### config.mk
export PLATFORM = sky130hd
export DESIGN_NAME = rmq_sqrt
export DESIGN_NICKNAME = d
export VERILOG_FILES = /design/src/hdl/rmq_sqrt.sv
export SDC_FILE = /design/constraint.sdc
export NUM_CORES = 1
export LEC_CHECK = 0
export BUFFER_PORTS_ARGS = -buffer_cell sky130_fd_sc_hd__buf_4
export CAP_MARGIN = 20
export CORE_ASPECT_RATIO = 0.5
export CORE_UTILIZATION = 35
export DETAILED_ROUTE_END_ITERATION = 8
export GPL_TIMING_DRIVEN = 0
export PLACE_DENSITY_LB_ADDON = 0.2
export SYNTH_ARGS = -nofsm -noshare
export SYNTH_HDL_FRONTEND = slang
export SYNTH_SLANG_ARGS = --single-unit
### constraint.sdc
create_clock -name clk_i -period 5.03 [get_ports clk_i]
set_input_delay 0.503 -clock clk_i [delete_from_list [all_inputs] [get_ports clk_i]]
set_output_delay 0.503 -clock clk_i [all_outputs]
set_load 0.05 [all_outputs]
### src/hdl/rmq_sqrt.sv
`timescale 1ns / 1ps

// Integer square root, one result bit per stage
module rmq_sqrt #(
  parameter int NW     = 32,
  parameter int SW     = 16,
  parameter int SIDE_W = 8
) (
  input  logic              clk_i,
  input  logic              rst_ni,
  input  logic              valid_i,
  output logic              ready_o,
  input  logic [NW-1:0]     n_i,
  input  logic [SIDE_W-1:0] side_i,
  output logic              valid_o,
  input  logic              ready_i,
  output logic [SW-1:0]     s_o,
  output logic [SIDE_W-1:0] side_o
);

  logic [SW-1:0]     v_q;
  logic [SW:0]       adv;
  logic [NW-1:0]     rem_q  [SW];
  logic [NW-1:0]     res_q  [SW];
  logic [SIDE_W-1:0] side_q [SW];

  assign adv[SW] = ready_i;

  for (genvar k = 0; k < SW; k++) begin : g_stage
    logic [NW-1:0]     rem_in, res_in, rem_d, res_d, bitc;
    logic [NW:0]       trial;
    logic [SIDE_W-1:0] side_in;
    logic              v_in, ge;

    if (k == 0) begin : g_first
      assign rem_in  = n_i;
      assign res_in  = '0;
      assign side_in = side_i;
      assign v_in    = valid_i;
    end else begin : g_next
      assign rem_in  = rem_q[k-1];
      assign res_in  = res_q[k-1];
      assign side_in = side_q[k-1];
      assign v_in    = v_q[k-1];
    end

    assign adv[k] = !v_q[k] || adv[k+1];

    // Trial subtract of res + bit
    always_comb begin
      bitc  = NW'(1) << (2 * (SW - 1 - k));
      trial = {1'b0, res_in} + {1'b0, bitc};
      ge    = {1'b0, rem_in} >= trial;
      rem_d = ge ? (rem_in - trial[NW-1:0]) : rem_in;
      res_d = ge ? ((res_in >> 1) + bitc) : (res_in >> 1);
    end

    always_ff @(posedge clk_i or negedge rst_ni) begin
      if (!rst_ni) begin
        v_q[k] <= 1'b0;
      end else if (adv[k]) begin
        v_q[k] <= v_in;
      end
    end

    always_ff @(posedge clk_i) begin
      if (adv[k] && v_in) begin
        rem_q[k]  <= rem_d;
        res_q[k]  <= res_d;
        side_q[k] <= side_in;
      end
    end
  end

  assign ready_o = adv[0];
  assign valid_o = v_q[SW-1];
  assign s_o     = res_q[SW-1][SW-1:0];
  assign side_o  = side_q[SW-1];

endmodule

=== Word level (Yosys, flattened, before mapping) ===
Memory sizes are Yosys's and may differ from the RTL's.
Index checks and enable logic that the tools add are counted.

* Order comparisons: 16
* Reductions and logical operators: 48
* Add/subtract/negate cells: 46
* Mux-type cells: 64

{| class="wikitable"
|+ Operator list
! kind !! number
|-
| $mux 32 || 31
|-
| $ge 32x33->1 || 15
|-
| $sub 32x32->32 || 15
|-
| $add 32x1->33 const B || 1
|-
| $add 32x11->33 const B || 1
|-
| $add 32x13->33 const B || 1
|-
| $add 32x15->33 const B || 1
|-
| $add 32x17->33 const B || 1
|-
| $add 32x19->33 const B || 1
|-
| $add 32x21->33 const B || 1
|-
| $add 32x23->33 const B || 1
|-
| $add 32x25->33 const B || 1
|-
| $add 32x27->33 const B || 1
|-
| $add 32x29->33 const B || 1
|-
| $add 32x3->33 const B || 1
|-
| $add 32x5->33 const B || 1
|-
| $add 32x7->33 const B || 1
|-
| $add 32x9->33 const B || 1
|-
| $add 31x1->32 const B || 1
|-
| $add 31x11->32 const B || 1
|-
| $add 31x13->32 const B || 1
|-
| $add 31x15->32 const B || 1
|-
| $add 31x17->32 const B || 1
|-
| $add 31x19->32 const B || 1
|-
| other kinds (16) || 92
|}

* Memories: 3
* Memory bits (writable): 1152
* Logic and storage cells: 193
* Bits of input ports: 44
* Bits in registers: 16

{| class="wikitable"
|+ Memory list
! name !! depth !! bits a word !! read ports !! clocked after Yosys merged registers in !! wr ports !! line !! RTL
|-
| rem_q || 16 || 32 || 15 || 0 || 16 || 23 || <nowiki>logic [NW-1:0] rem_q [SW];</nowiki>
|-
| res_q || 16 || 32 || 16 || 0 || 16 || 24 || <nowiki>logic [NW-1:0] res_q [SW];</nowiki>
|-
| side_q || 16 || 8 || 16 || 0 || 16 || 25 || <nowiki>logic [SIDE_W-1:0] side_q [SW];</nowiki>
|}

=== Depth between registers and ports, before layout ===
* Word-level depth: 20
* Gate-level depth with buffers: 13

=== Worst setup path before layout ===
No wires, ideal clock.

* Path type: flip-flop to flip-flop
* Start point: reg v_q[15] (netlist: valid_o)
* End point: mem rem_q[6][0] (netlist: rem_q[0][192]) (enable)
* Path buffers: 0
* Data required time: 4.506 ns
* Cell stages (with the launch flop): 7
* Data arrival time: 4.677 ns
* Setup slack: -0.170 ns
* Path through: dfrtp_1 nor2b_1 nand3_1 nor2_1 nand3_1 nor2_1 a21boi_0

{| class="wikitable"
|+ RTL lines
! item !! line !! RTL
|-
| start, declared || 21 || <nowiki>logic [SW-1:0] v_q;</nowiki>
|-
| start signal, assigned by index || 62 || <nowiki>v_q[k] <= v_in;</nowiki>
|-
| end, declared || 23 ||
|}

=== Final worst setup path ===
* Start point: reg v_q[15] (netlist: valid_o)
* End point: out ready_o

* Word-level cells in the longest chain between the ends: 17

{| class="wikitable"
|+ Ends and longest elaborated chain
! item !! line !! RTL
|-
| $logic_not 1->1 || 47 || <nowiki>assign adv[k] = !v_q[k] || adv[k+1];</nowiki>
|-
| $logic_or 1x1->1 (16 in series) || 47 ||
|-
| end, declared || 12 || <nowiki>output logic ready_o,</nowiki>
|}

Every way passes these cells.

==> results by group <==
Outcome
  • Status: finished, final reports clean

Clock tree
  • Number of buffers created by CTS: 73
  • CTS tree: done
  • Clock latency on the worst-skew pair: 670 ps
  • Clock tree buffer depth: 3
  • CTS Sinks: 760
  • CTS Root Cell: sky130_fd_sc_hd__clkbuf_16
  • Clock-pin slew of the registers on the worst-case setup and hold paths: 70 ps
  • Total number of H-tree levels: 3

Setup path
  • Number of cells traversed by the worst register-to-register path: 8
  • Largest fanout of any net on the critical path: 5
  • Critical path data arrival time: 3350 ps
  • Required time at the endpoint of the critical path: 4530 ps
  • Worst setup SP type: flop
  • Path type of the worst setup path: flop to primary output
  • Worst reg-to-reg setup slack: 1530 ps
  • Endpoint class of the critical path: primary output

Finish
  • Proportion of layout cells with a drive suffix above 1: 10.4%
  • Final Instance Area: 0.0392 mm^2
  • Reg area: 0.0227 mm^2
  • Utilization of the core after routing: 41.1%
  • Signed area change from the synthesized netlist to the final layout: 16.3%
  • Total area of multi-input combinational cells: 0.0101 mm^2
  • ANT cells: 0
  • Net count of the finished layout: 2835
  • Number of fill cells in the layout: 8791

Synthesis
  • Cell count after synthesis: 2441
  • Count of unique library cells instantiated by Yosys: 75
  • Async S/R FF share, synth: 2.11%
  • Largest area contributor in the synthesized netlist: sky130_fd_sc_hd__edfxtp_1
  • Mean area per synthesized cell: 13.8 um^2
  • Portion of the post-synthesis area used by sequential elements: 67.5%
  • Mapped cell area: 0.0337 mm^2
  • Syn. warnings: 0
  • Top post-synthesis cells by area: sky130_fd_sc_hd__edfxtp_1, sky130_fd_sc_hd__ha_1, sky130_fd_sc_hd__xnor2_1
  • Synthesized flop and latch total: 760
  • Most used flip-flop cell after synthesis: sky130_fd_sc_hd__edfxtp_1
  • Syn Nets: 2635
  • Number of synthesized flops with an enable pin: 744
  • Area share of the leading cell type in the synthesized netlist: 66.3%

Routing
  • Routed Wire Length: 64.2 mm
  • Iter 0 DRT Violations: 827
  • Wirelength per Cell: 16.2 um
  • Residual DRC count: 0
  • First drt pass iteration count: 5
  • Post-DRT Antenna Nets: 0
  • Total number of vias: 19000
  • Number of vias per cell after detailed routing: 4.80

Global route
  • Overall track demand over capacity in global routing: 13.3%
  • Wire length of the first global-routing pass: 103 mm
  • Vias in the first global route: 19700
  • Largest net degree at the start of global routing: 45
  • Antenna violations before repair: 0
  • Total congestion overflow: 0

STA
  • Hold WS: 184 ps
  • Clock period minus final worst setup slack: 3850 ps
  • Slew at the pin closest to its max-slew limit: 952 ps
  • Final-report hold violation count: 0
  • Setup repair after global routing missed its margin: no
  • Final Max Tran Viols: 0
  • Slew Limit Headroom: 35.7%
  • Setup skew after layout: 28.7 ps
  • Share of the clock period used by the worst path: 76.6%
  • Accumulated negative setup slack: 0 ps
  • Min setup slack post-route: 1180 ps
  • Final setup violation count: 0
  • Top achievable clock speed: 260 MHz

Run
  • Number of maximum-capacitance violations: 0

Floorplan
  • Placement row count: 80
  • Die area: 0.0975 mm^2
  • Y dimension of the die: 221 um
  • Die width: 441 um
  • Placeable core region: 0.0953 mm^2
  • I/O pin count: 70
  • Starting density of the core: 35.3%

Power
  • Cell internal power dissipation: 0.0139 W
  • Lkg Pwr: 14.4 nW
  • Switching fraction of total power: 29.2%
  • Comb pwr share: 22.8%
  • Clk pwr share: 29.9%
  • Pwr/cell area: 501 mW/mm^2
  • Switching power: 0.00573 W
  • Max rail drop VDD: 231 uV
  • Sequential share of power: 47.2%

Place
  • Final estimated routing congestion in global placement: 0.901
  • Total half-perimeter wirelength after legalization and detailed placement: 48.3 mm
  • Port Buffers: 69
  • Worst setup slack after placement: 1470 ps
  • Placed cell areas: 0.0362 mm^2

Min path
  • Worst Hold Class: input port to flop
  • WHS Path Cells: 4
[cells in the mapped netlist (all sizes together), types with 42 or more instances]
master / count
nor2: 123
nor3: 69
nand2: 149
xnor2: 105
ha: 150
nor4: 67
nand3: 42
a21oi: 104
xor2: 72
o21ai: 117
edfxtp: 744
inv: 188
[critical path, stage by stage (launching register included)]
cell and delay, ps:
sky130_fd_sc_hd__dfrtp_1 340, sky130_fd_sc_hd__nor2b_1 370, sky130_fd_sc_hd__nand3_1 180, sky130_fd_sc_hd__nor2_1 380
sky130_fd_sc_hd__nand2_1 200, sky130_fd_sc_hd__nor3_1 700, sky130_fd_sc_hd__nand4_1 250, sky130_fd_sc_hd__buf_4 250
[placed cells by master, fill, tap and decap left out, types with 72 or more instances in the layout]
cell                        instances
sky130_fd_sc_hd__edfxtp_1         744
sky130_fd_sc_hd__inv_1            188
sky130_fd_sc_hd__ha_1             150
sky130_fd_sc_hd__nand2_1          149
sky130_fd_sc_hd__nor2_1           123
sky130_fd_sc_hd__o21ai_0          115
sky130_fd_sc_hd__xnor2_1          105
sky130_fd_sc_hd__a21oi_1          104
sky130_fd_sc_hd__clkbuf_16         73
sky130_fd_sc_hd__xor2_1            72
[state kept, by name (all words and copies together) (netlist names)]
| name | flops |
|---|---|
| rem_q | 480 |
| valid_o | 1 |
| res_q | 136 |
| side_q | 128 |
| g_stage.v_in | 15 |
[layout make-up]
type                            count  area share (%)
Tap cell                         1271            4.06
Multi-Input combinational cell   1453            25.8
Timing Repair Buffer              125            3.18
Sequential cell                   760            58.1
Buffer                             38           0.479
Clock buffer                       83            4.76
Clock inverter                     51            1.79
Inverter                          190            1.82
[layer usage]
layer,routed length [um],global-route usage (%),up-vias
met4,2710,6.16,0
met3,2120,2.84,145
met1,27700,15.4,9043
li1,-,-,9582
met5,0,0,-
met2,31700,23.5,279
[power by group through the flow]
stage          combinational [W]  clock (W)  sequential, W
3_5_place_dp             0.00445          0        0.00941
6_report                 0.00447    0.00587        0.00927
4_1_cts                  0.00450    0.00608        0.00928
2_1_floorplan            0.00330          0        0.00926
3_3_place_gp             0.00430          0        0.00946
5_1_grt                  0.00504    0.00631        0.00940
[worst paths after layout]
check                              endpoint     startpoint
hold reg to reg               side_q[0][33]  side_q[0][25]
setup / recovery                    ready_o        valid_o
max in group asynchronous  g_stage[14].v_in         rst_ni
min in group asynchronous   g_stage[4].v_in         rst_ni
hold / removal             g_stage[15].v_in        ready_i
setup reg to reg              rem_q[1][169]  rem_q[1][135]
[timing repair]
| action | 4_1_cts | 5_1_grt |
|---|---|---|
| endpoints found under the setup margin | 0 | 0 |
| resized for setup | 0 | 0 |
| hold endpoints to repair | 55 | 0 |
| setup buffers | 0 | 0 |
| hold buffers | 40 | 0 |
[per-stage QoR]
| stage | power [W] | instances |
|---|---|---|
| finish | 0.0196 | 3971 |
| floorplan | 0.0126 | 2441 |
| global placement | 0.0138 | 3781 |
| detailed placement | 0.0139 | 3797 |
| global route | 0.0208 | 3971 |
| CTS | 0.0199 | 3971 |
[kinds of logic (layout without fill, tap and decap cells)]
| group | count (synthesis) | count (layout) | share of synthesized area, % |
|---|---|---|---|
| flops | 760 | 760 | 67.5 |
| simple gates | 689 | 689 | 10.9 |
| compound gates | 401 | 401 | 7.56 |
| buf+inv | 228 | 487 | 2.68 |
| xor+xnor | 177 | 177 | 4.60 |
| fa+ha+maj | 150 | 150 | 5.57 |
| mux | 36 | 36 | 1.19 |
(Power assumes the default switching activity.)
