### config.mk
export PLATFORM = sky130hd
export DESIGN_NAME = rmq_front
export DESIGN_NICKNAME = d
export VERILOG_FILES = /design/src/hdl/rmq_pkg.sv /design/src/hdl/rmq_front.sv
export SDC_FILE = /design/constraint.sdc
export NUM_CORES = 1
export LEC_CHECK = 0
export BUFFER_PORTS_ARGS = -buffer_cell sky130_fd_sc_hd__buf_2
export CAP_MARGIN = 15
export CORE_MARGIN = 4
export CORE_UTILIZATION = 61
export CTS_CLUSTER_DIAMETER = 120
export DETAILED_ROUTE_END_ITERATION = 16
export PLACE_DENSITY = 0.88
export REMOVE_ABC_BUFFERS = 1
export SYNTH_ARGS = -nofsm -noshare
export SYNTH_HDL_FRONTEND = slang
export SYNTH_SLANG_ARGS = --single-unit
### constraint.sdc
create_clock -name clk_i -period 3.71 [get_ports clk_i]
set_clock_uncertainty 0.05 [all_clocks]
set_input_delay 0.5565 -clock clk_i [delete_from_list [all_inputs] [get_ports clk_i]]
set_output_delay 0.5565 -clock clk_i [all_outputs]
set_load 0.02 [all_outputs]
### src/hdl/rmq_pkg.sv
`timescale 1ns / 1ps

package rmq_pkg;

  // Branch taken by the conversion
  typedef enum logic [1:0] {
    BR_TRACE = 2'd0,
    BR_X     = 2'd1,
    BR_Y     = 2'd2,
    BR_Z     = 2'd3
  } branch_e;

  // Matrix element and quaternion part width
  localparam int ElemW    = 16;
  // Magnitude of a sum or difference of two elements
  localparam int MagW     = 17;
  // Quotient bits resolved by the divider
  localparam int QuoW     = 16;
  // Components produced by division (all but the main one)
  localparam int NumLanes = 3;
  // Width of one input matrix on the bus
  localparam int MatW     = 9 * ElemW;

endpackage

### src/hdl/rmq_front.sv
`timescale 1ns / 1ps

module rmq_front import rmq_pkg::*; #(
  parameter int FRAC_BITS = 14,
  parameter int RW        = 18
) (
  input  logic                           clk_i,
  input  logic                           rst_ni,
  input  logic                           valid_i,
  output logic                           ready_o,
  input  logic [MatW-1:0]                mat_i,
  output logic                           valid_o,
  input  logic                           ready_i,
  output logic [RW-1:0]                  rad_o,
  output branch_e                        br_o,
  output logic [NumLanes-1:0]            neg_o,
  output logic [NumLanes-1:0][MagW-1:0]  mag_o
);

  localparam int XW = RW + 1;

  logic signed [ElemW-1:0] m [9];
  logic signed [XW-1:0]    one_c, tr, rad_s, m00x, m11x, m22x;
  logic signed [MagW-1:0]  dif [NumLanes];
  branch_e                 br;

  logic                          v_q;
  logic [RW-1:0]                 rad_q, rad_d;
  branch_e                       br_q;
  logic [NumLanes-1:0]           neg_q, neg_d;
  logic [NumLanes-1:0][MagW-1:0] mag_q, mag_d;
  logic                          adv;

  for (genvar i = 0; i < 9; i++) begin : g_unpack
    assign m[i] = mat_i[ElemW*i +: ElemW];
  end

  // Branch choice, radicand and the three off-diagonal terms
  always_comb begin
    one_c = XW'(1) <<< FRAC_BITS;
    m00x  = XW'(m[0]);
    m11x  = XW'(m[4]);
    m22x  = XW'(m[8]);
    tr    = m00x + m11x + m22x;
    if (tr >= 0) begin
      br = BR_TRACE;
    end else if (m[4] > m[0]) begin
      br = (m[8] > m[4]) ? BR_Z : BR_Y;
    end else begin
      br = (m[8] > m[0]) ? BR_Z : BR_X;
    end
    case (br)
      BR_TRACE: begin
        rad_s  = tr + one_c;
        dif[0] = MagW'(m[7]) - MagW'(m[5]);
        dif[1] = MagW'(m[2]) - MagW'(m[6]);
        dif[2] = MagW'(m[3]) - MagW'(m[1]);
      end
      BR_X: begin
        rad_s  = m00x - (m11x + m22x) + one_c;
        dif[0] = MagW'(m[7]) - MagW'(m[5]);
        dif[1] = MagW'(m[1]) + MagW'(m[3]);
        dif[2] = MagW'(m[6]) + MagW'(m[2]);
      end
      BR_Y: begin
        rad_s  = m11x - (m22x + m00x) + one_c;
        dif[0] = MagW'(m[2]) - MagW'(m[6]);
        dif[1] = MagW'(m[1]) + MagW'(m[3]);
        dif[2] = MagW'(m[5]) + MagW'(m[7]);
      end
      default: begin
        rad_s  = m22x - (m00x + m11x) + one_c;
        dif[0] = MagW'(m[3]) - MagW'(m[1]);
        dif[1] = MagW'(m[6]) + MagW'(m[2]);
        dif[2] = MagW'(m[5]) + MagW'(m[7]);
      end
    endcase
    // clamp radicand to one LSB
    if (rad_s < XW'(1)) begin
      rad_d = RW'(1);
    end else begin
      rad_d = rad_s[RW-1:0];
    end
    for (int l = 0; l < NumLanes; l++) begin
      neg_d[l] = dif[l][MagW-1];
      mag_d[l] = neg_d[l] ? MagW'(-dif[l]) : MagW'(dif[l]);
    end
  end

  assign adv     = !v_q || ready_i;
  assign ready_o = adv;

  always_ff @(posedge clk_i or negedge rst_ni) begin
    if (!rst_ni) begin
      v_q <= 1'b0;
    end else if (adv) begin
      v_q <= valid_i;
    end
  end

  always_ff @(posedge clk_i) begin
    if (adv && valid_i) begin
      rad_q <= rad_d;
      br_q  <= br;
      neg_q <= neg_d;
      mag_q <= mag_d;
    end
  end

  assign valid_o = v_q;
  assign rad_o   = rad_q;
  assign br_o    = br_q;
  assign neg_o   = neg_q;
  assign mag_o   = mag_q;

endmodule

==> results.toml, run 1 <==
[global_routing]
overflow = 658
grt_max_degree = 75
grt_pass1_vias = 30000
grt_pass1_wl_mm = 204
track_usage_pct = 90.8

[clock_tree]
cts_buffers = 9
clock_sinks = 75
root_buffer = "clkbuf_16"
cts.htree.levels = 3
cts.path.max_buffers = 2

[placed_design]
port_buffers = 223
place_ws_ns = -2.98
placedCellCount = 3051
hpwlAfterDp_mm = 58.4
place.gp.congestion = 1.04

[status]
error = "[ERROR GRT-0116] Global routing finished with congestion. Check the congestion regions in the DRC Viewer."
status = "stopped before the end"
failing_step = "5_1_grt"

[logic_synthesis]
ys_seq_area_share_pct = 13.9
synth-seq-cells = 75
ys_async_sr_fraction_pct = 1.33
syn_area_mm2 = 0.0162
avgSynthCellArea_um2 = 8.35
netlist_instances = 1938
yosysTopAreaCell = "ha_1"
netlist_top_cells_area = "ha_1 24%, edfxtp_1 14%, xnor2_1 6.5%"
synth-edff-count = 74
yosys.cell_types.count = 98
yosysTopAreaCellShare_pct = 24.0
synth_ff_type = "edfxtp_1"
ys.warnings.count = 0

[die]
initial_core_util_pct = 62.1
pin_count = 224
fp.dieH_um = 171
die_w_um = 171
core.rowCount = 59
timing repair:
action / CTS
gates resized for setup: 259
gates cloned: 1
endpoints found under the hold margin: 1
pin swaps: 67
setup buffers: 70
hold buffers: 1
setup endpoints to repair: 74
synthesized netlist by cell type (13+ instances only):
cell	instances
a211oi_1	28
a21o_1	28
a21oi_1	135
a221oi_1	13
a31oi_1	39
and2_1	21
buf_2	16
clkbuf_1	39
edfxtp_1	74
fa_1	43
ha_1	310
inv_1	202
mux2i_1	19
nand2_1	100
nand2b_1	30
nand3_1	25
nor2_1	137
nor2b_1	41
nor3_1	39
o211ai_1	17
o21a_1	16
o21ai_0	83
o21ai_1	14
o21bai_1	33
o31ai_1	13
or3_1	13
xnor2_1	120
xor2_1	60
metal layers:
metal  GRT usage [%]  overflow
met1            87.4        42
met2             101       351
met3            83.1        48
met4            94.6       210
met5            68.1         7
logic make-up after synthesis:
family / after synthesis / share of synthesized area, %
AO/OA/AOI/OAI: 551 / 23.3
AND/OR/NAND/NOR: 485 / 15.6
adder cells (fa/ha/maj): 353 / 29.3
buffers and inverters: 269 / 6.52
XOR/XNOR: 180 / 9.74
flip-flops: 75 / 13.9
multiplexers: 25 / 1.66
metrics by stage:
stage	instance area, µm²	utilization [%]	hold slack, ns	setup TNS (ns)
floorplan	15900	-	0.211	-286.62
global placement	22100	84.9	0.281	-159.14
detailed placement	22100	84.9	0.282	-187.32
CTS	24100	92.7	0.349	-117.13
==> inputs of run 2 (changes only) <==
CORE_UTILIZATION = 40   (was 61)
CTS_CLUSTER_DIAMETER = not set   (was 120)
PLACE_DENSITY = not set   (was 0.88)
PLACE_DENSITY_LB_ADDON = 0.15   (was not set)
==> results.toml, run 2 <==
[status]
status = "complete, but fails checks"
violations = "setup timing"

[cells_and_area]
final_common_cell = "buf_4"
final_nets = 3340
final_util_pct = 63.0
n_antenna_cell = 0
regArea_mm2 = 0.00225
layout_common_cells = "657 x buf_4, 301 x ha_1, 222 x buf_2, 193 x inv_1, 124 x nor2_1"
syn2layout_area_growth_pct = 55.2
drive_gt1_share_pct = 41.6
multi_input_area_mm2 = 0.0141
largest_reg_flops = 51
nFillCells = 3528

[die]
coreArea_mm2 = 0.0399
initial_core_util_pct = 40.6
pin_count = 224
dieArea_mm2 = 0.0438
fp.dieH_um = 209
core.rowCount = 73
die_w_um = 209

[drt]
vias_per_cell = 5.33
drtIter0Drc = 1384
routedWlPerCell_um = 19.0
drtAntennaViolNets = 0
routed_wl_mm = 64.1
via_count = 17900
drc = 0
drt_first_pass_iters = 6

[clock_tree]
cts.path.max_buffers = 2
clock_sinks = 75
cts_tree = "built"
root_buffer = "clkbuf_16"
cts_buffers = 9
clkTransAtPathRegs_ns = 0.06
cts.htree.levels = 3
clock_latency_ns = 0.36

[logic_synthesis]
avgSynthCellArea_um2 = 8.35
synthMostInstantiatedCell = "ha_1"
netlist_top_cells_area = "ha_1 24%, edfxtp_1 14%, xnor2_1 6.5%"
syn_area_mm2 = 0.0162
synth_ff_type = "edfxtp_1"
yosysTopAreaCell = "ha_1"
yosysTopAreaCellShare_pct = 24.0
ys_seq_area_share_pct = 13.9
ys_async_sr_fraction_pct = 1.33
synth-seq-cells = 75
synth-edff-count = 74
netlist_instances = 1938
yosys.cell_types.count = 98
synthTopCellsByCount = "310 x ha_1, 202 x inv_1, 137 x nor2_1, 135 x a21oi_1, 120 x xnor2_1"
ys.warnings.count = 0

[global_routing]
grt_pass1_vias = 18000
grt_pass1_wl_mm = 98.6
antenna_found_initial = 1
track_usage_pct = 28.2
overflow = 0
grt_max_degree = 75

[placed_design]
hpwlAfterDp_mm = 52.5
port_buffers = 223
place.gp.congestion = 0.951
place_ws_ns = -2.78

[timing]
rsz0062_at_grt = "yes"
setup_viol = 74
slew_headroom_pct = 25.6
tns_ns = -112.03
final_hold_viol_count = 0
post-route-min-period_ns = 5.53
period_share_pct = 149
timing.fmax_mhz = 181
whs_ns = 0.356
drv_slew = 0
tightest_slew_ns = 1.12
finalWorstSetupSlack_ns = -1.82

[hold_path]
hold_class = "in2reg"
min-delay-start = "valid_i"

[power]
seqPwrFrac_pct = 12.4
combPwrFrac_pct = 80.2
clkPwrFrac_pct = 7.4
irDropWorstVdd_mv = 0.294
switching_share_pct = 45.1
powerDensity_mw_per_mm2 = 456
leakage_nw = 12.3
p_int_w = 0.00628
power.switching_w = 0.00517

[setup_path]
critPathLaunch = "mat_i[0]"
reg2reg_slack_ns = 1.81
criticalPathCategory = "in2reg"
cp_max_fo = 7
crit_arrival_ns = 5.60
r2r-start = "valid_o"
crit_path_end_kind = "flop"
crit_path_start_kind = "input pin"
required_ns = 3.77

[run]
cap_violations = 0
-- run 2: cell counts after synthesis --
No cell type changed its count.
-- run 2: cell families (layout without fill, tap and decap cells) --
group,after synthesis,in the layout,share of synthesized area (%)
AO/OA/AOI/OAI,551,552,23.3
XOR/XNOR,180,180,9.74
adder cells (fa/ha/maj),353,353,29.3
buffers and inverters,269,1172,6.52
flip-flops,75,75,13.9
multiplexers,25,25,1.66
AND/OR/NAND/NOR,485,486,15.6
-- run 2: final timing paths --
kind,to,cells after the start
setup / recovery,mag_o[31],28
min in group asynchronous,valid_o,2
setup reg to reg,rad_o[2],2
hold / removal,valid_o,2
max in group asynchronous,valid_o,2
hold reg to reg,valid_o,2
-- run 2: power by group through the flow --
| stage | sequential [W] | clock, W | combinational [W] |
|---|---|---|---|
| floorplan | 0.00166 | 0 | 0.00369 |
| global placement | 0.00143 | 0 | 0.00748 |
| detailed placement | 0.00143 | 0 | 0.00754 |
| CTS | 0.00142 | 0.000861 | 0.00860 |
| global route | 0.00143 | 0.000895 | 0.00986 |
| finish | 0.00142 | 0.000852 | 0.00918 |
-- run 2: worst max-delay path, cell delays in order --
cell	delay, ns
buf_8	0.08
ha_4	0.12
inv_2	0.04
fa_2	0.36
o21bai_1	0.21
a21oi_2	0.08
o21bai_1	0.12
a21o_1	0.18
a21o_1	0.14
a21oi_2	0.07
o21ba_4	0.23
o21ai_2	0.16
a31o_2	0.20
a21oi_2	0.07
xnor2_2	0.15
ha_1	0.32
nand2b_4	0.15
nor3b_4	0.05
buf_4	0.14
a221o_4	0.50
buf_6	0.17
buf_6	0.13
a221o_1	0.36
a211o_1	0.31
nor4_4	0.30
buf_6	0.18
a31oi_4	0.08
xnor2_1	0.13
-- run 2: area by class of cell --
| cell class | instances | area share, % |
|---|---|---|
| inverters | 205 | 3.16 |
| well taps | 525 | 2.61 |
| clock buffers | 12 | 0.941 |
| repair buffers | 952 | 28.0 |
| multi-input cells | 1596 | 56.3 |
| clock inverters | 3 | 0.0647 |
| flip-flops and latches | 75 | 8.94 |
-- run 2: per-layer routing --
metal  vias to the layer above  global-route usage, %  part of all wire, %
met5                         -                      0                0.020
met4                         2                   4.37                  1.4
met3                        62                   3.66                  6.2
met2                       558                   45.3                   44
met1                      8568                   41.4                   48
li1                       8746                      -                    -
-- run 2: through the flow --
stage | power [W] | std cells | cell area, µm²
final | 0.0115 | 3368 | 25100
after global placement | 0.00891 | 3273 | 22600
after detailed placement | 0.00896 | 3274 | 22600
after CTS | 0.0109 | 3345 | 24400
after floorplan | 0.00535 | 1874 | 15900
after global routing | 0.0122 | 3368 | 25100
-- run 2: what timing repair did --
item / in CTS / in global routing
endpoints found under the setup margin: 74 / 74
hold buffers: 1 / 0
cloned: 2 / 2
hold endpoints to repair: 1 / 0
resized for setup: 246 / 107
pin swaps: 91 / 56
buffers inserted: 62 / 29
Note: power is estimated with default switching activity, not from simulation.
