File: config.mk
export PLATFORM = sky130hd
export DESIGN_NAME = rmq_div
export DESIGN_NICKNAME = d
export VERILOG_FILES = /design/src/hdl/rmq_pkg.sv /design/src/hdl/rmq_div.sv
export SDC_FILE = /design/constraint.sdc
export NUM_CORES = 2
export LEC_CHECK = 0
export ABC_AREA = 1
export BUFFER_PORTS_ARGS = -buffer_cell sky130_fd_sc_hd__clkbuf_2
export CELL_PAD_IN_SITES_DETAIL_PLACEMENT = 0
export CELL_PAD_IN_SITES_GLOBAL_PLACEMENT = 1
export CORE_MARGIN = 1.5
export CORE_UTILIZATION = 35
export CTS_CLUSTER_DIAMETER = 150
export DETAILED_ROUTE_END_ITERATION = 7
export PLACE_DENSITY = 0.63
export SLEW_MARGIN = 20
export SYNTH_ARGS = -nofsm -noshare
export SYNTH_HDL_FRONTEND = slang
export SYNTH_SLANG_ARGS = --single-unit
File: constraint.sdc
create_clock -name clk_i -period 17.57 [get_ports clk_i]
set_input_delay 0 -clock clk_i [delete_from_list [all_inputs] [get_ports clk_i]]
set_output_delay 0 -clock clk_i [all_outputs]
set_load 0.01 [all_outputs]
File: src/hdl/rmq_pkg.sv
`timescale 1ns / 1ps

package rmq_pkg;

  // Branch taken by the conversion
  typedef enum logic [1:0] {
    BR_TRACE = 2'd0,
    BR_X     = 2'd1,
    BR_Y     = 2'd2,
    BR_Z     = 2'd3
  } branch_e;

  // Matrix element and quaternion part width
  localparam int ElemW    = 16;
  // Magnitude of a sum or difference of two elements
  localparam int MagW     = 17;
  // Quotient bits resolved by the divider
  localparam int QuoW     = 16;
  // Components produced by division (all but the main one)
  localparam int NumLanes = 3;
  // Width of one input matrix on the bus
  localparam int MatW     = 9 * ElemW;

endpackage

File: src/hdl/rmq_div.sv
`timescale 1ns / 1ps

// Three-lane restoring divider: q = floor(((mag << F) + s) / (2s))
module rmq_div import rmq_pkg::*; #(
  parameter int FRAC_BITS = 14,
  parameter int SW        = 16,
  parameter int SIDE_W    = 4
) (
  input  logic                           clk_i,
  input  logic                           rst_ni,
  input  logic                           valid_i,
  output logic                           ready_o,
  input  logic [SW-1:0]                  s_i,
  input  logic [NumLanes-1:0][MagW-1:0]  mag_i,
  input  logic [SIDE_W-1:0]              side_i,
  output logic                           valid_o,
  input  logic                           ready_i,
  output logic [SW-1:0]                  s_o,
  output logic [NumLanes-1:0][QuoW-1:0]  quo_o,
  output logic [NumLanes-1:0]            ovf_o,
  output logic [SIDE_W-1:0]              side_o
);

  localparam int NUMW = MagW + FRAC_BITS + 1;
  localparam int DW   = SW + 1;
  localparam int CW   = ((NUMW > DW + QuoW) ? NUMW : (DW + QuoW)) + 1;
  // numerator stage, overflow stage, then one stage per quotient bit
  localparam int NS   = QuoW + 2;

  logic [NS-1:0]                 v_q;
  logic [NS:0]                   adv;
  logic [NumLanes-1:0][NUMW-1:0] rem_q  [NS];
  logic [NumLanes-1:0][QuoW-1:0] quo_q  [NS];
  logic [NumLanes-1:0]           ovf_q  [NS];
  logic [DW-1:0]                 d_q    [NS];
  logic [SIDE_W-1:0]             side_q [NS];

  assign adv[NS] = ready_i;

  for (genvar j = 0; j < NS; j++) begin : g_stage
    logic [NumLanes-1:0][NUMW-1:0] rem_in, rem_d;
    logic [NumLanes-1:0][QuoW-1:0] quo_in, quo_d;
    logic [NumLanes-1:0]           ovf_in, ovf_d;
    logic [DW-1:0]                 d_in, d_d;
    logic [SIDE_W-1:0]             side_in;
    logic                          v_in;
    logic [CW-1:0]                 t;

    if (j == 0) begin : g_first
      assign rem_in  = '0;
      assign quo_in  = '0;
      assign ovf_in  = '0;
      assign d_in    = '0;
      assign side_in = side_i;
      assign v_in    = valid_i;
    end else begin : g_next
      assign rem_in  = rem_q[j-1];
      assign quo_in  = quo_q[j-1];
      assign ovf_in  = ovf_q[j-1];
      assign d_in    = d_q[j-1];
      assign side_in = side_q[j-1];
      assign v_in    = v_q[j-1];
    end

    assign adv[j] = !v_q[j] || adv[j+1];

    always_comb begin
      rem_d = rem_in;
      quo_d = quo_in;
      ovf_d = ovf_in;
      d_d   = d_in;
      t     = '0;
      if (j == 0) begin
        // numerator and divisor
        d_d = {s_i, 1'b0};
        for (int l = 0; l < NumLanes; l++) begin
          rem_d[l] = ({1'b0, mag_i[l], {FRAC_BITS{1'b0}}}) + NUMW'(s_i);
        end
      end else if (j == 1) begin
        // quotient beyond the resolved bits
        t = CW'(d_in) << QuoW;
        for (int l = 0; l < NumLanes; l++) begin
          ovf_d[l] = CW'(rem_in[l]) >= t;
        end
      end else begin
        t = CW'(d_in) << (QuoW - 1 - (j - 2));
        for (int l = 0; l < NumLanes; l++) begin
          if (CW'(rem_in[l]) >= t) begin
            rem_d[l] = rem_in[l] - t[NUMW-1:0];
            quo_d[l] = quo_in[l] | (QuoW'(1) << (QuoW - 1 - (j - 2)));
          end
        end
      end
    end

    always_ff @(posedge clk_i or negedge rst_ni) begin
      if (!rst_ni) begin
        v_q[j] <= 1'b0;
      end else if (adv[j]) begin
        v_q[j] <= v_in;
      end
    end

    always_ff @(posedge clk_i) begin
      if (adv[j] && v_in) begin
        rem_q[j]  <= rem_d;
        quo_q[j]  <= quo_d;
        ovf_q[j]  <= ovf_d;
        d_q[j]    <= d_d;
        side_q[j] <= side_in;
      end
    end
  end

  assign ready_o = adv[0];
  assign valid_o = v_q[NS-1];
  assign s_o     = d_q[NS-1][DW-1:1];
  assign quo_o   = quo_q[NS-1];
  assign ovf_o   = ovf_q[NS-1];
  assign side_o  = side_q[NS-1];

endmodule

**Yosys cells after proc, flatten, opt, wreduce, memory -nomap -nowiden**

Memory sizes are Yosys's and may differ from the RTL's.
Cells that the tools add are included.
Widths: inputs -> output; s select.

- Memories kept: 5
- Bits in latches: 0
- Bits in writable memories: 3024
- Input port bits: 75
- Word-level logic and storage cells: 311
- Memory bits (read-only): 0
- Bits in registers: 18
- Output and inout bits: 73

- $mul: 0
- Shifts and indexed selects: 0
- Order comparisons: 51
- Eq/ne operators: 0
- Reductions and logical operators: 54
- Add/subtract/negate cells: 51
- Divide/modulo/power cells: 0
- Mux-type cells: 132
- Bitwise operators: 0

Memory list:

| memory | words | width | rd ports | clocked after Yosys merged registers in | write ports | line | source |
|---|---|---|---|---|---|---|---|
| rem_q | 18 | 96 | 17 | 0 | 18 | rmq_div.sv:32 | `logic [NumLanes-1:0][NUMW-1:0] rem_q [NS];` |
| quo_q | 18 | 48 | 18 | 0 | 18 | rmq_div.sv:33 | `logic [NumLanes-1:0][QuoW-1:0] quo_q [NS];` |
| d_q | 18 | 17 | 18 | 0 | 18 | rmq_div.sv:35 | `logic [DW-1:0] d_q [NS];` |
| side_q | 18 | 4 | 18 | 0 | 18 | rmq_div.sv:36 | `logic [SIDE_W-1:0] side_q [NS];` |
| ovf_q | 18 | 3 | 17 | 0 | 18 | rmq_div.sv:34 | `logic [NumLanes-1:0] ovf_q [NS];` |

Operators by type and width:

| operator | number |
|---|---|
| $mux 32 | 48 |
| $ge 32x33->1 | 3 |
| $add 31x16->32 | 3 |
| $ge 32x17->1 | 3 |
| $ge 32x18->1 | 3 |
| $ge 32x19->1 | 3 |
| $ge 32x20->1 | 3 |
| $ge 32x21->1 | 3 |
| $ge 32x22->1 | 3 |
| $ge 32x23->1 | 3 |
| $ge 32x24->1 | 3 |
| $ge 32x25->1 | 3 |
| $ge 32x26->1 | 3 |
| $ge 32x27->1 | 3 |
| $ge 32x28->1 | 3 |
| $ge 32x29->1 | 3 |
| $ge 32x30->1 | 3 |
| $ge 32x31->1 | 3 |
| $ge 32x32->1 | 3 |
| $sub 32x17->32 | 3 |
| $sub 32x18->32 | 3 |
| $sub 32x19->32 | 3 |
| $sub 32x20->32 | 3 |
| $sub 32x21->32 | 3 |
| other kinds (30) | 171 |

**Longest topological paths before layout**

- Depth in word-level cells: 22
- Mapped depth: 18

**Least setup slack after synthesis**

No wires, ideal clock.

- Path kind: flip-flop to flip-flop
- From: register v_q[17], in the netlist valid_o
- To: memory d_q[13][10] in the netlist's numbering, enable pin
- Cell stages (with the launch flop): 6
- Path buffers: 0
- Setup slack: 9441 ps
- Clock period less this slack: 8129 ps
- Arrival time: 7444 ps
- Path through: dfrtp_1 > nand3_2 > nor2_1 > inv_1 > nor2_1 > a21oi_1

RTL lines:

| element | line | source |
|---|---|---|
| start: declaration | rmq_div.sv:30 | `logic [NS-1:0] v_q;` |
| start signal: indexed assignment | rmq_div.sv:100 | `v_q[j] <= v_in;` |
| end: declaration | rmq_div.sv:35 |  |

==> out/results.tsv <==
stage	metric	value	unit
synth	fraction of the mapped netlist area in simple logic gates	18.1	%
placement	routability cong.	0.930	
synth	Seq cells post-synth	1989	
pwr	Comb pwr share	50.7	%
grt	global-route wire length before repair	572000	microns
worst_hold_path	Hold Path End	rem_q[0][87]$_DFFE_PP_	
worst_hold_path	worst min path class	in2reg	
synth	post-synthesis async set-or-reset flop share	0.905	%
synth	syn_area_per_cell	9.33	sq um
synth	count of cell types in the netlist	84	
synth	largest family of logic cells by synthesized area	simple AND/OR/NAND/NOR gates	
synth	Main synth FF type	edfxtp_1	
sta	minimum clock period after layout	3.82	ns
critical_path	Worst EP required	18.21	ns
sta	count of pins over their slew limit	0	
pwr	sequential group share of total power	33.2	%
placement	Post-DP HPWL	313000	microns
clock_tree	post-cts sizing count	0	
floorplanning	chip width	591	microns
finish	Nets	14340	
clock_tree	CTS tree	built	
critical_path	Largest delay share family, worst path	simple AND/OR/NAND/NOR gates	
placement	dpl cells	17561	
critical_path	r2r endpoint	rem_q[6][63]$_DFFE_PP_	
pwr	Psw	13.9	mW
grt	largest net degree at the start of global routing	137	
placement	pre-CTS setup slack	13.78	ns
grt	total track usage	21.6	%
drt	DRT iter0 DRCs	7332	
finish	Non-Filler Instances	18175	
drt	DRT Pass-1 Iters	6	
synth	most instantiated cells after synthesis	2583 x nand2_1, 1971 x edfxtp_1, 1411 x inv_1	
critical_path	crit-path cells	inv_1 > nand4_1 > nor3_1 > a41oi_1 > nand2_1 > inv_2 > a21oi_1	
synth	cells after synthesis	12971	
finish	Filler Cell Count	34404	
grt	grt ovf	0	
clock_tree	setup bufs post-CTS	0	
pwr	Sw Ratio	45.7	%
floorplanning	initial core utilization	35.2	%
worst_hold_path	Hold Startpoint	mag_i[43]	
critical_path	Arr. time, crit path	4.46	ns
critical_path	CP max stage delay	0.96	ns
critical_path	worst r2r src	rem_q[5][75]$_DFFE_PP_	
synth	most common cell in the synthesized netlist	nand2_1	
critical_path	worst r2r path cells	7	
clock_tree	Clock transition at path regs	0.06	ns
grt	vias in the first global route	90653	
synth	syn nets	13886	
drt	WL/cell	21.3	microns
synth	cell accounting for the most synthesized area	edfxtp_1	
sta	Worst-Margin Slew	1.25	ns
clock_tree	htree depth	4	
drt	post-route ant nets	0	
clock_tree	CTS Hold Bufs	192	
sta	setup_tns	0	ns
drt	via density per instance	5.09	
synth	part of the Yosys area used for sequential elements	49.3	%
clock_tree	deepest clock path buffer count	4	
critical_path	startpoint types	flop	
placement	# port buffers	147	
synth	ranking of synthesized cells by area	edfxtp_1 49%, ha_1 8.2%, nand2_1 8.0%	
critical_path	WP buf/inv	2	
critical_path	R2R Setup Slk	13.75	ns
pwr	post-layout power	30.4	mW
synth	compound-cell area share of the yosys netlist	12.9	%
run_status	outcome	finished, final reports clean	
drt	DRC	0	
sta	highest clock rate	0.262	GHz
drt	vias	92511	
sta	Worst Setup Slack, final	13.75	ns
floorplanning	die area	0.349	sq mm
sta	Final Skew	0.0693	ns
pwr	Peak VDD IR	102	uV
synth	Synth Area in XOR/XNOR	5.30	%
sta	final hold violations	0	
grt	initial antenna violation count	6	
synth	Synthesis Warnings	0	
finish	area grow syn2layout	12.7	%
floorplanning	Die Y	591	microns
critical_path	CP Class	reg2reg	
flow_run	max cap viols	0	
critical_path	Critical-path top delay cell	nor3_1	
clock_tree	clock tree root buffer cell	clkbuf_16	
finish	layout cell share with drive strength beyond 1	7.86	%
sta	final setup vio count	0	
synth	mux cell area share after synthesis	0	%
pwr	leakage power	53.0	nW
synth	Mapped Area	0.121	sq mm
sta	final period utilization	21.7	%
pwr	internal power	16.5	mW
floorplanning	# rows	215	
synth	Adder-Cell Fraction of Synth Area	8.98	%
pwr	clock power share	16.1	%
synth	Post-synth EDFFs	1971	
clock_tree	Num CTS Buffers	226	
pwr	pwr dens	223	mW/mm^2
floorplanning	core area	0.344	sq mm
clock_tree	Clock Latency Late Sink	0.94	ns
floorplanning	Top-Level Pins	148	
drt	drt total wl	386000	microns
critical_path	CP max FO	27	
critical_path	Worst Setup End Kind	flop	
sta	final hold slack	0.104	ns
worst_hold_path	Hold Path Stages	4	
sta	RSZ-0062 raised after global routing	no	
synth	share of the synthesized area in the top cell type	48.9	%
clock_tree	clock tree sinks	1989	
sta	Slew HR	16.1	%
-- per-stage QoR --
stage | utilization (%) | cell area, sq um
after CTS | 39.7 | 136000
after detailed placement | 36.9 | 127000
after global placement | 36.9 | 127000
after global routing | 39.7 | 136000
after floorplan | - | 121000
final | 39.7 | 136000
-- tightest hold or removal path: stages --
cell and delay, ns:
dlygate4sd3_1 0.53, clkbuf_2 0.12, inv_1 0.11, xor2_1 0.09
-- registers in the layout (all words and copies together), names as in the netlist --
signal / cells
g_stage.v_in: 17
quo_q: 408
valid_o: 1
d_q: 128
ovf_q: 51
rem_q: 1312
side_q: 72
-- how the worst max path moves through the flow --
stage	from	to	slack, ns	depth (start not counted)
after floorplan	valid_o$_DFFE_PN0P_	d_q[13][10]$_DFFE_PP_	9.44	5
after global placement	rem_q[7][74]$_DFFE_PP_	rem_q[8][13]$_DFFE_PP_	13.85	10
after detailed placement	rem_q[7][74]$_DFFE_PP_	rem_q[8][13]$_DFFE_PP_	13.78	10
after CTS	rem_q[7][74]$_DFFE_PP_	rem_q[8][13]$_DFFE_PP_	13.76	10
after global routing	rem_q[7][74]$_DFFE_PP_	rem_q[8][11]$_DFFE_PP_	13.48	10
final	rem_q[5][75]$_DFFE_PP_	rem_q[6][63]$_DFFE_PP_	13.75	7
-- power by group through the flow --
| stage | clock network (mW) | registers, mW | logic, mW |
|---|---|---|---|
| floorplan | 0 | 9.18 | 11.3 |
| global placement | 0 | 10.3 | 15.4 |
| detailed placement | 0 | 10.2 | 15.3 |
| CTS | 5.02 | 10.2 | 15.4 |
| global route | 5.18 | 10.3 | 17.3 |
| finish | 4.88 | 10.1 | 15.4 |
-- cell type report --
type	instances	area, sq um	area share (%)
Sequential cell	1989	59600	43.7
Multi-Input combinational cell	9389	54900	40.3
Clock buffer	252	5820	4.27
Tap cell	4557	5700	4.18
Inverter	1449	5490	4.03
Timing Repair Buffer	370	2940	2.15
Clock inverter	167	1790	1.32
Antenna cell	2	5.00	0.00367
-- placed cells by master (no fill, tap or decap), types with 56 or more instances in the layout --
master,instances
clkbuf_2,147
a21o_1,82
nor2_1,1200
xnor2_1,381
inv_1,1402
or2_2,191
nand3_1,426
nor3_1,209
a31oi_1,76
o21ai_1,134
a21oi_1,1052
o21ai_2,102
ha_1,792
o21ai_0,924
dlygate4sd3_1,192
clkbuf_16,229
xor2_1,351
nor4_1,108
edfxtp_1,1971
nand2_1,2583
a21oi_2,56
nand4_1,208
-- routing by layer --
layer / global-route usage (%) / part of all wire (%) / wire length [microns] / vias to the layer above
met1: 29.3 / 46 / 177000 / 43995
met5: 0 / 0.0034 / 13 / -
met4: 5.30 / 2.5 / 9780 / 2
met2: 37.1 / 48 / 184000 / 1906
li1: - / - / - / 46158
met3: 2.19 / 4.1 / 15800 / 450
-- logic make-up (layout without fill, tap and decap cells) --
logic type	count (synthesis)	count (layout)
AND/OR/NAND/NOR	5093	5093
AO/OA/AOI/OAI	2724	2724
flip-flops	1989	1989
buffers and inverters	1593	2238
adder cells (fa/ha/maj)	840	840
XOR/XNOR	732	732
other	0	2
Note: power is estimated with default switching activity, not from simulation.
